File: src/rtl/narp_pkg.sv
// ----------------------------------------------------------------------------
// Arpeggiator package
// Shared widths, event codes, register indexes and step orders for the
// note arpeggiator.
// ----------------------------------------------------------------------------
package narp_pkg;

	// Largest number of steps in a scale.
	localparam int MAX_STEPS = 8;

	// Width of an effective scale length (1..MAX_STEPS).
	localparam int LEN_W = $clog2(MAX_STEPS + 1);
	// Width of the step counter (0..MAX_STEPS-1).
	localparam int POS_W = (MAX_STEPS > 1) ? $clog2(MAX_STEPS) : 1;

	// Packed pitch table: eight entries of eight bits.
	localparam int PITCH_COUNT = 8;
	localparam int PITCH_W     = 8;

	// Field widths.
	localparam int OP_W       = 2;
	localparam int KEY_W      = 7;
	localparam int BEAT_W     = 8;
	localparam int TONE_OUT_W = 9;
	localparam int LENGTH_W   = 4;
	localparam int MODE_W     = 2;

	// Configuration port.
	localparam int CFG_INDEX_W = 2;
	localparam int CFG_DATA_W  = PITCH_COUNT * PITCH_W;

	typedef enum logic [OP_W-1:0] {
		OP_PRESS   = 2'd0,
		OP_RELEASE = 2'd1,
		OP_BEAT    = 2'd2
	} op_t;

	typedef enum logic [CFG_INDEX_W-1:0] {
		REG_SCALE_LENGTH  = 2'd0,
		REG_ORDER_MODE    = 2'd1,
		REG_SCALE_PITCHES = 2'd2
	} reg_index_t;

	typedef enum logic [MODE_W-1:0] {
		ORD_UP       = 2'd0,
		ORD_DOWN     = 2'd1,
		ORD_CONVERGE = 2'd2,
		ORD_DIVERGE  = 2'd3
	} order_t;

endpackage

File: src/rtl/narp_ifs.sv
// ----------------------------------------------------------------------------
// Arpeggiator channels
// Valid/ready channels for incoming events and outgoing notes.
// ----------------------------------------------------------------------------

interface narp_event_if;
	logic                        valid;
	logic                        ready;
	logic [narp_pkg::OP_W-1:0]   operation;
	logic [narp_pkg::KEY_W-1:0]  key_tone;
	logic [narp_pkg::KEY_W-1:0]  key_pressure;
	logic [narp_pkg::BEAT_W-1:0] beat_number;

	modport source (output valid, operation, key_tone, key_pressure, beat_number,
		input ready);
	modport sink (input valid, operation, key_tone, key_pressure, beat_number,
		output ready);
endinterface

interface narp_note_if;
	logic                            valid;
	logic                            ready;
	logic [narp_pkg::TONE_OUT_W-1:0] note_tone;
	logic [narp_pkg::KEY_W-1:0]      note_pressure;

	modport source (output valid, note_tone, note_pressure, input ready);
	modport sink (input valid, note_tone, note_pressure, output ready);
endinterface

File: src/rtl/note_arpeggiator_core.sv
// ----------------------------------------------------------------------------
// Note arpeggiator core
// One-key arpeggiator: press, release and beat events in, notes out.
// ----------------------------------------------------------------------------
//
//   Channel  Dir  Handshake      Payload
//   evt      in   valid/ready    operation, key_tone, key_pressure, beat_number
//   note     out  valid/ready    note_tone, note_pressure
//   cfg      in   cfg_we only    cfg_index, cfg_data
//
// An event is taken into an input register, worked on in the following cycle
// and, if it is a beat that makes a note, the note is then loaded into the output
// register. A new event can be taken in every cycle, so the block sustains one
// item per cycle while it does not stall.
// The only stall is a full output register that the sink is not taking: then a
// beat that makes a note waits in the input register; press, release and quiet
// beats still move on. Reset clears key state, step counter and all valid flags
// and sets length one, order up, zero pitches at once; there is no clearing pass.
//
module note_arpeggiator_core (
	input  logic                                clk,
	input  logic                                arst_n,
	narp_event_if.sink                          evt,
	narp_note_if.source                         note,
	input  logic                                cfg_we,
	input  logic [narp_pkg::CFG_INDEX_W-1:0]    cfg_index,
	input  logic [narp_pkg::CFG_DATA_W-1:0]     cfg_data
);

	localparam int LenW = narp_pkg::LEN_W;
	localparam int PosW = narp_pkg::POS_W;

	// Configuration registers.
	logic [narp_pkg::LENGTH_W-1:0]   scale_length_q;
	narp_pkg::order_t                order_mode_q;
	logic [narp_pkg::CFG_DATA_W-1:0] scale_pitches_q;

	// Key state.
	logic                         armed_q;
	logic [narp_pkg::KEY_W-1:0]   held_tone_q;
	logic [narp_pkg::KEY_W-1:0]   held_pressure_q;
	logic [PosW-1:0]              step_q;

	// Input register.
	logic                         valid_s1;
	logic [narp_pkg::OP_W-1:0]    op_s1;
	logic [narp_pkg::KEY_W-1:0]   tone_s1;
	logic [narp_pkg::KEY_W-1:0]   pressure_s1;
	logic [narp_pkg::BEAT_W-1:0]  beat_s1;

	// Output register.
	logic                              note_valid_q;
	logic [narp_pkg::TONE_OUT_W-1:0]   note_tone_q;
	logic [narp_pkg::KEY_W-1:0]        note_pressure_q;

	logic                              beat_hit;
	logic                              out_free;
	logic                              advance_s1;
	logic                              load_note;
	logic [narp_pkg::LENGTH_W:0]       len_ext;
	logic [LenW-1:0]                   n_eff;
	logic [LenW-1:0]                   pos;
	logic [LenW-1:0]                   pos_next;
	logic [LenW-1:0]                   k;
	logic [2:0]                        k_lo;
	logic [narp_pkg::PITCH_W-1:0]      pitch;
	logic [narp_pkg::TONE_OUT_W-1:0]   tone_sum;

	// Converge order visits 0, n-1, 1, n-2, and so on.
	function automatic logic [LenW-1:0] converge_at(input logic [LenW-1:0] x,
		input logic [LenW-1:0] n);
		logic [LenW-1:0] half;
		half = x >> 1;
		return x[0] ? (n - LenW'(1) - half) : half;
	endfunction

	// A length of zero acts as one, anything above the maximum as the maximum.
	assign len_ext = {1'b0, scale_length_q};
	always_comb begin
		priority if (len_ext == '0) begin
			n_eff = LenW'(1);
		end else if (int'(len_ext) > narp_pkg::MAX_STEPS) begin
			n_eff = LenW'(narp_pkg::MAX_STEPS);
		end else begin
			n_eff = LenW'(len_ext);
		end
	end

	// The step counter always stays below the effective length, since a length
	// write clears it and it wraps at the length.
	assign pos      = LenW'(step_q);
	assign pos_next = (pos + LenW'(1) == n_eff) ? '0 : pos + LenW'(1);

	always_comb begin
		unique case (order_mode_q)
			narp_pkg::ORD_UP:       k = pos;
			narp_pkg::ORD_DOWN:     k = n_eff - LenW'(1) - pos;
			narp_pkg::ORD_CONVERGE: k = converge_at(pos, n_eff);
			narp_pkg::ORD_DIVERGE:  k = converge_at(n_eff - LenW'(1) - pos, n_eff);
			default:                k = pos;
		endcase
	end

	// Positions past the packed table read an offset of zero.
	assign k_lo  = 3'(k);
	assign pitch = (int'(k) < narp_pkg::PITCH_COUNT)
		? scale_pitches_q[{k_lo, 3'b000} +: narp_pkg::PITCH_W] : '0;
	assign tone_sum = narp_pkg::TONE_OUT_W'(held_tone_q)
		+ narp_pkg::TONE_OUT_W'(pitch);

	// Only a beat numbered zero while armed makes a note; that one needs room
	// in the output register, every other event passes straight through.
	assign beat_hit = valid_s1 && (op_s1 == narp_pkg::OP_BEAT) && armed_q
		&& (beat_s1 == '0);
	assign out_free   = !note_valid_q || note.ready;
	assign advance_s1 = valid_s1 && (!beat_hit || out_free);
	assign load_note  = advance_s1 && beat_hit;
	assign evt.ready  = !valid_s1 || advance_s1;

	always_ff @(posedge clk or negedge arst_n) begin
		if (!arst_n) begin
			valid_s1 <= 1'b0;
		end else if (evt.valid && evt.ready) begin
			valid_s1 <= 1'b1;
		end else if (advance_s1) begin
			valid_s1 <= 1'b0;
		end
	end

	always_ff @(posedge clk) begin
		if (evt.valid && evt.ready) begin
			op_s1       <= evt.operation;
			tone_s1     <= evt.key_tone;
			pressure_s1 <= evt.key_pressure;
			beat_s1     <= evt.beat_number;
		end
	end

	// Key state and configuration. A length write clears the step counter; it
	// comes last so that it wins over a step in the same cycle.
	always_ff @(posedge clk or negedge arst_n) begin
		if (!arst_n) begin
			armed_q         <= 1'b0;
			held_tone_q     <= '0;
			held_pressure_q <= '0;
			step_q          <= '0;
			scale_length_q  <= narp_pkg::LENGTH_W'(1);
			order_mode_q    <= narp_pkg::ORD_UP;
			scale_pitches_q <= '0;
		end else begin
			if (advance_s1) begin
				unique case (op_s1)
					narp_pkg::OP_PRESS: begin
						held_tone_q     <= tone_s1;
						held_pressure_q <= pressure_s1;
						armed_q         <= 1'b1;
					end
					narp_pkg::OP_RELEASE: begin
						armed_q <= 1'b0;
					end
					narp_pkg::OP_BEAT: begin
						if (beat_hit) begin
							step_q <= PosW'(pos_next);
						end
					end
					default: begin
					end
				endcase
			end
			if (cfg_we) begin
				unique case (cfg_index)
					narp_pkg::REG_SCALE_LENGTH: begin
						scale_length_q <= cfg_data[narp_pkg::LENGTH_W-1:0];
						step_q         <= '0;
					end
					narp_pkg::REG_ORDER_MODE: begin
						order_mode_q <= narp_pkg::order_t'(cfg_data[narp_pkg::MODE_W-1:0]);
					end
					narp_pkg::REG_SCALE_PITCHES: begin
						scale_pitches_q <= cfg_data;
					end
					default: begin
					end
				endcase
			end
		end
	end

	always_ff @(posedge clk or negedge arst_n) begin
		if (!arst_n) begin
			note_valid_q <= 1'b0;
		end else if (load_note) begin
			note_valid_q <= 1'b1;
		end else if (note.ready) begin
			note_valid_q <= 1'b0;
		end
	end

	always_ff @(posedge clk) begin
		if (load_note) begin
			note_tone_q     <= tone_sum;
			note_pressure_q <= held_pressure_q;
		end
	end

	assign note.valid         = note_valid_q;
	assign note.note_tone     = note_tone_q;
	assign note.note_pressure = note_pressure_q;

`ifndef ASSERT_OFF
	// The step counter never reaches the effective length.
	a_step_in_range: assert property (@(posedge clk) disable iff (!arst_n)
		LenW'(step_q) < n_eff)
		else $error("step counter at or beyond the scale length");

	// A length write leaves the step counter at zero.
	a_length_clears_step: assert property (@(posedge clk) disable iff (!arst_n)
		(cfg_we && cfg_index == narp_pkg::REG_SCALE_LENGTH) |=> (step_q == '0))
		else $error("step counter not cleared by a length write");

	// A note is only made while a key is held.
	a_note_needs_key: assert property (@(posedge clk) disable iff (!arst_n)
		load_note |-> armed_q)
		else $error("note made while disarmed");
`endif

endmodule

File: src/flat_wrapper.sv
// flat-port wrapper written by rule: the top's interface ports become plain ports
module note_arpeggiator_core_flat 
  (clk, arst_n, cfg_we, cfg_index, cfg_data, evt_valid, evt_operation, evt_key_tone, evt_key_pressure, evt_beat_number, evt_ready, note_valid, note_note_tone, note_note_pressure, note_ready);
  narp_event_if evt_i ();
  narp_note_if note_i ();
  input  logic clk;
  input  logic arst_n;
  input  logic cfg_we;
  input  logic [narp_pkg::CFG_INDEX_W-1:0] cfg_index;
  input  logic [narp_pkg::CFG_DATA_W-1:0] cfg_data;
  input wire logic [$bits(evt_i.valid)-1:0] evt_valid;
  input wire logic [$bits(evt_i.operation)-1:0] evt_operation;
  input wire logic [$bits(evt_i.key_tone)-1:0] evt_key_tone;
  input wire logic [$bits(evt_i.key_pressure)-1:0] evt_key_pressure;
  input wire logic [$bits(evt_i.beat_number)-1:0] evt_beat_number;
  output wire logic [$bits(evt_i.ready)-1:0] evt_ready;
  output wire logic [$bits(note_i.valid)-1:0] note_valid;
  output wire logic [$bits(note_i.note_tone)-1:0] note_note_tone;
  output wire logic [$bits(note_i.note_pressure)-1:0] note_note_pressure;
  input wire logic [$bits(note_i.ready)-1:0] note_ready;
  assign evt_i.valid = evt_valid;
  assign evt_i.operation = evt_operation;
  assign evt_i.key_tone = evt_key_tone;
  assign evt_i.key_pressure = evt_key_pressure;
  assign evt_i.beat_number = evt_beat_number;
  assign evt_ready = evt_i.ready;
  assign note_valid = note_i.valid;
  assign note_note_tone = note_i.note_tone;
  assign note_note_pressure = note_i.note_pressure;
  assign note_i.ready = note_ready;
  note_arpeggiator_core u_core (.clk(clk), .arst_n(arst_n), .evt(evt_i), .note(note_i), .cfg_we(cfg_we), .cfg_index(cfg_index), .cfg_data(cfg_data));
endmodule
File: config.mk
export PLATFORM = sky130hd
export DESIGN_NAME = note_arpeggiator_core_flat
export DESIGN_NICKNAME = d
export VERILOG_FILES = /design/src/rtl/narp_pkg.sv /design/src/rtl/narp_ifs.sv /design/src/rtl/note_arpeggiator_core.sv /design/src/flat_wrapper.sv
export SDC_FILE = /design/constraint.sdc
export NUM_CORES = 1
export LEC_CHECK = 0
export BUFFER_PORTS_ARGS = -buffer_cell sky130_fd_sc_hd__buf_2
export CAP_MARGIN = 20
export CORE_MARGIN = 5
export CORE_UTILIZATION = 45
export DETAILED_ROUTE_END_ITERATION = 16
export PLACE_DENSITY = 0.66
export SLEW_MARGIN = 15
export SYNTH_ARGS = -nofsm -noshare
export SYNTH_HDL_FRONTEND = slang
export SYNTH_SLANG_ARGS = --single-unit
File: constraint.sdc
create_clock -name clk -period 12.2 [get_ports clk]
set_clock_uncertainty 0.15 [all_clocks]
set_input_delay 2.44 -clock clk [delete_from_list [all_inputs] [get_ports clk]]
set_output_delay 2.44 -clock clk [all_outputs]
set_load 0.05 [all_outputs]
==> impl_metrics.json <==
{
  "avgSynthCellArea_sq_um": 14.4,
  "ff2ff_setup_slack_ns": 6.65,
  "setup_viol": 0,
  "slew_headroom_pct": 36.2,
  "fmax_mhz": 167,
  "drtPass1Iterations": 4,
  "synth_cells": 422,
  "hold_viol": 0,
  "std_cell_rows": 42,
  "reg2reg_to": "u_core.note.note_tone[7]$_DFFE_PP_",
  "io_buffers": 112,
  "drv_slew": 0,
  "setup_tns_ns": 0,
  "ys_top_cells_by_count": "dfrtp_1 (89), mux2_2 (84), mux2i_1 (48), edfxtp_1 (40)",
  "synth_ff_type": "dfrtp_1",
  "clockBufferDepth": 2,
  "ir_worst_vdd_mv": 0.105,
  "path_clk_slew_ns": 0.05,
  "dr_total_vias": 3714,
  "worstReg2RegStart": "u_core.scale_length_q[2]$_DFFE_PN0P_",
  "routabilityCongestion": 0.824,
  "clock-root-buffer": "clkbuf_16",
  "tightestPinTransition_ns": 0.954,
  "start_kind": "primary input",
  "die_y_um": 126,
  "cts_buffers": 17,
  "min_path_type": "reg2reg",
  "n_antenna_cell": 0,
  "crit_type": "in2out",
  "routedWlPerCell_um": 16.9,
  "die_area_sq_mm": 0.0159,
  "core_area_sq_mm": 0.0132,
  "cts_tree": "done",
  "cp-endpoint": "evt_ready",
  "yosys.area.top_type": "dfrtp_1",
  "grt_pass1_vias": 4060,
  "clk_latency_ns": 0.42,
  "nNetsFinal": 658,
  "drt-vias-per-instance": 5.08,
  "dpl.cell_count": 699,
  "dp_slack_ns": 6.22,
  "synth_nets": 538,
  "overflow": 0,
  "maxCapViolCount": 0,
  "synthTopCellsByArea": "dfrtp_1 (37%), edfxtp_1 (20%), mux2_2 (16%)",
  "cp.arrival_ns": 3.39,
  "synth.most_common_cell": "dfrtp_1",
  "critPathRequiredTime_ns": 9.61,
  "htree_num_levels": 4,
  "syn2layout_area_growth_pct": 21.9,
  "period_share_pct": 49.0,
  "grt_first_pass_wirelength_mm": 20.4,
  "cts_hold_buffers": 0,
  "ioPinCount": 113,
  "ys_seq_elements": 130,
  "finalInstanceArea_sq_mm": 0.00740,
  "yosysWarningCount": 0,
  "placed_cell_area_sq_mm": 0.00681,
  "grt_max_degree": 65,
  "drt_wl_total_mm": 12.4,
  "synth.distinct_cells": 52,
  "finalNonFillerCells": 731,
  "status": "finished clean",
  "die_x_um": 126,
  "clock_sinks": 130,
  "ys_seq_area_share_pct": 56.9,
  "first_iter_violations": 109,
  "ff2ff_path_depth": 24,
  "syn_area_sq_mm": 0.00607,
  "fin_util_pct": 55.8,
  "cts.repair.resized": 0,
  "grt_use_total_pct": 16.4,
  "grt_setup_unrepaired": "false",
  "antenna_found_initial": 0,
  "critPathMaxFanout": 3,
  "p_leak_nw": 3.30,
  "whs_ns": 0.294,
  "async_flop_share_pct": 69.2,
  "end_kind": "primary output",
  "num-fill-cells": 1160,
  "crit_start": "note_ready",
  "start_util_pct": 45.8,
  "min_from": "u_core.held_pressure_q[1]$_DFFE_PN0P_",
  "synth_edf_count": 40,
  "dp_hpwl_mm": 8.96,
  "cts_setup_buffers": 0,
  "drc_errors": 0,
  "final_layout_size_suffix_gt1_share_pct": 44.3,
  "period_needed_ns": 5.98,
  "drtAntennaViolNets": 0,
  "totalPowerFinal_mw": 1.50,
  "powerDensity_mw_per_mm2": 203,
  "layout_setup_ws_ns": 6.22,
  "synth_top_cell_area_share_pct": 36.7
}
## final cells by class
cell class	instances	area, sq um	area share (%)
Inverter	15	56.3	0.761
Clock buffer	19	453	6.12
Sequential cell	130	3450	46.7
Tap cell	176	220	2.98
Multi-Input combinational cell	260	2470	33.4
Clock inverter	13	135	1.83
Timing Repair Buffer	118	608	8.22
## cell families (layout without fill, tap and decap cells)
kind of cell | count (synthesis) | count (layout) | share of synthesized area [%]
flops | 130 | 130 | 56.9
mux | 135 | 135 | 24.5
compound gates | 38 | 38 | 4.56
simple gates | 56 | 56 | 4.86
xor+xnor | 10 | 10 | 1.79
buf+inv | 32 | 165 | 2.56
fa+ha+maj | 21 | 21 | 4.82
## layout by cell type, fill, tap and decap left out, drive strengths merged, types with 3 or more instances in the layout
cell      instances
a21o              4
a21oi             9
buf             118
clkbuf           19
clkinv            8
clkinvlp          3
dfrtp            89
edfxtp           40
fa                4
ha               17
inv              15
mux2             85
mux2i            48
nand2             9
nand2b            9
nand3             5
nor2             17
nor2b             4
nor3              3
o21ai             9
or4               3
xnor2             4
xor2              5
## critical path, cell delays in order
cell	delay [ns]
buf_2	0.09
nand2b_1	0.18
or4_1	0.45
buf_2	0.24
## worst min-delay path by stage
stage                                                   to  cells after the start
floorplan           u_core.note.note_pressure[0]$_DFFE_PP_                      0
global placement    u_core.note.note_pressure[5]$_DFFE_PP_                      0
detailed placement  u_core.note.note_pressure[1]$_DFFE_PP_                      0
CTS                 u_core.note.note_pressure[1]$_DFFE_PP_                      0
global route        u_core.note.note_pressure[1]$_DFFE_PP_                      0
finish              u_core.note.note_pressure[1]$_DFFE_PP_                      0
## metal layers
| metal | GRT usage, % | routed length, um |
|---|---|---|
| met4 | 5.62 | 110 |
| met2 | 27.4 | 6360 |
| met5 | 0 | 0 |
| met1 | 20.0 | 5350 |
| met3 | 5.59 | 546 |
## sequential cells by signal, indices dropped and copies added (netlist names)
| signal | cells |
|---|---|
| u_core.held_tone_q | 7 |
| u_core.step_q | 3 |
| u_core.order_mode_q | 2 |
| u_core.held_pressure_q | 7 |
| u_core.op_s1 | 2 |
| u_core.note.valid | 1 |
| u_core.scale_length_q | 4 |
| u_core.valid_s1 | 1 |
| u_core.scale_pitches_q | 64 |
| u_core.armed_q | 1 |
| u_core.beat_s1 | 8 |
| u_core.note.note_tone | 9 |
| u_core.tone_s1 | 7 |
| u_core.pressure_s1 | 7 |
| u_core.note.note_pressure | 7 |
## power by group
| part | switching (mW) | internal, mW |
|---|---|---|
| logic | 0.220 | 0.220 |
| clock network | 0.185 | 0.310 |
| registers | 0.0353 | 0.533 |
No activity file was read; power rests on OpenSTA's default activity.
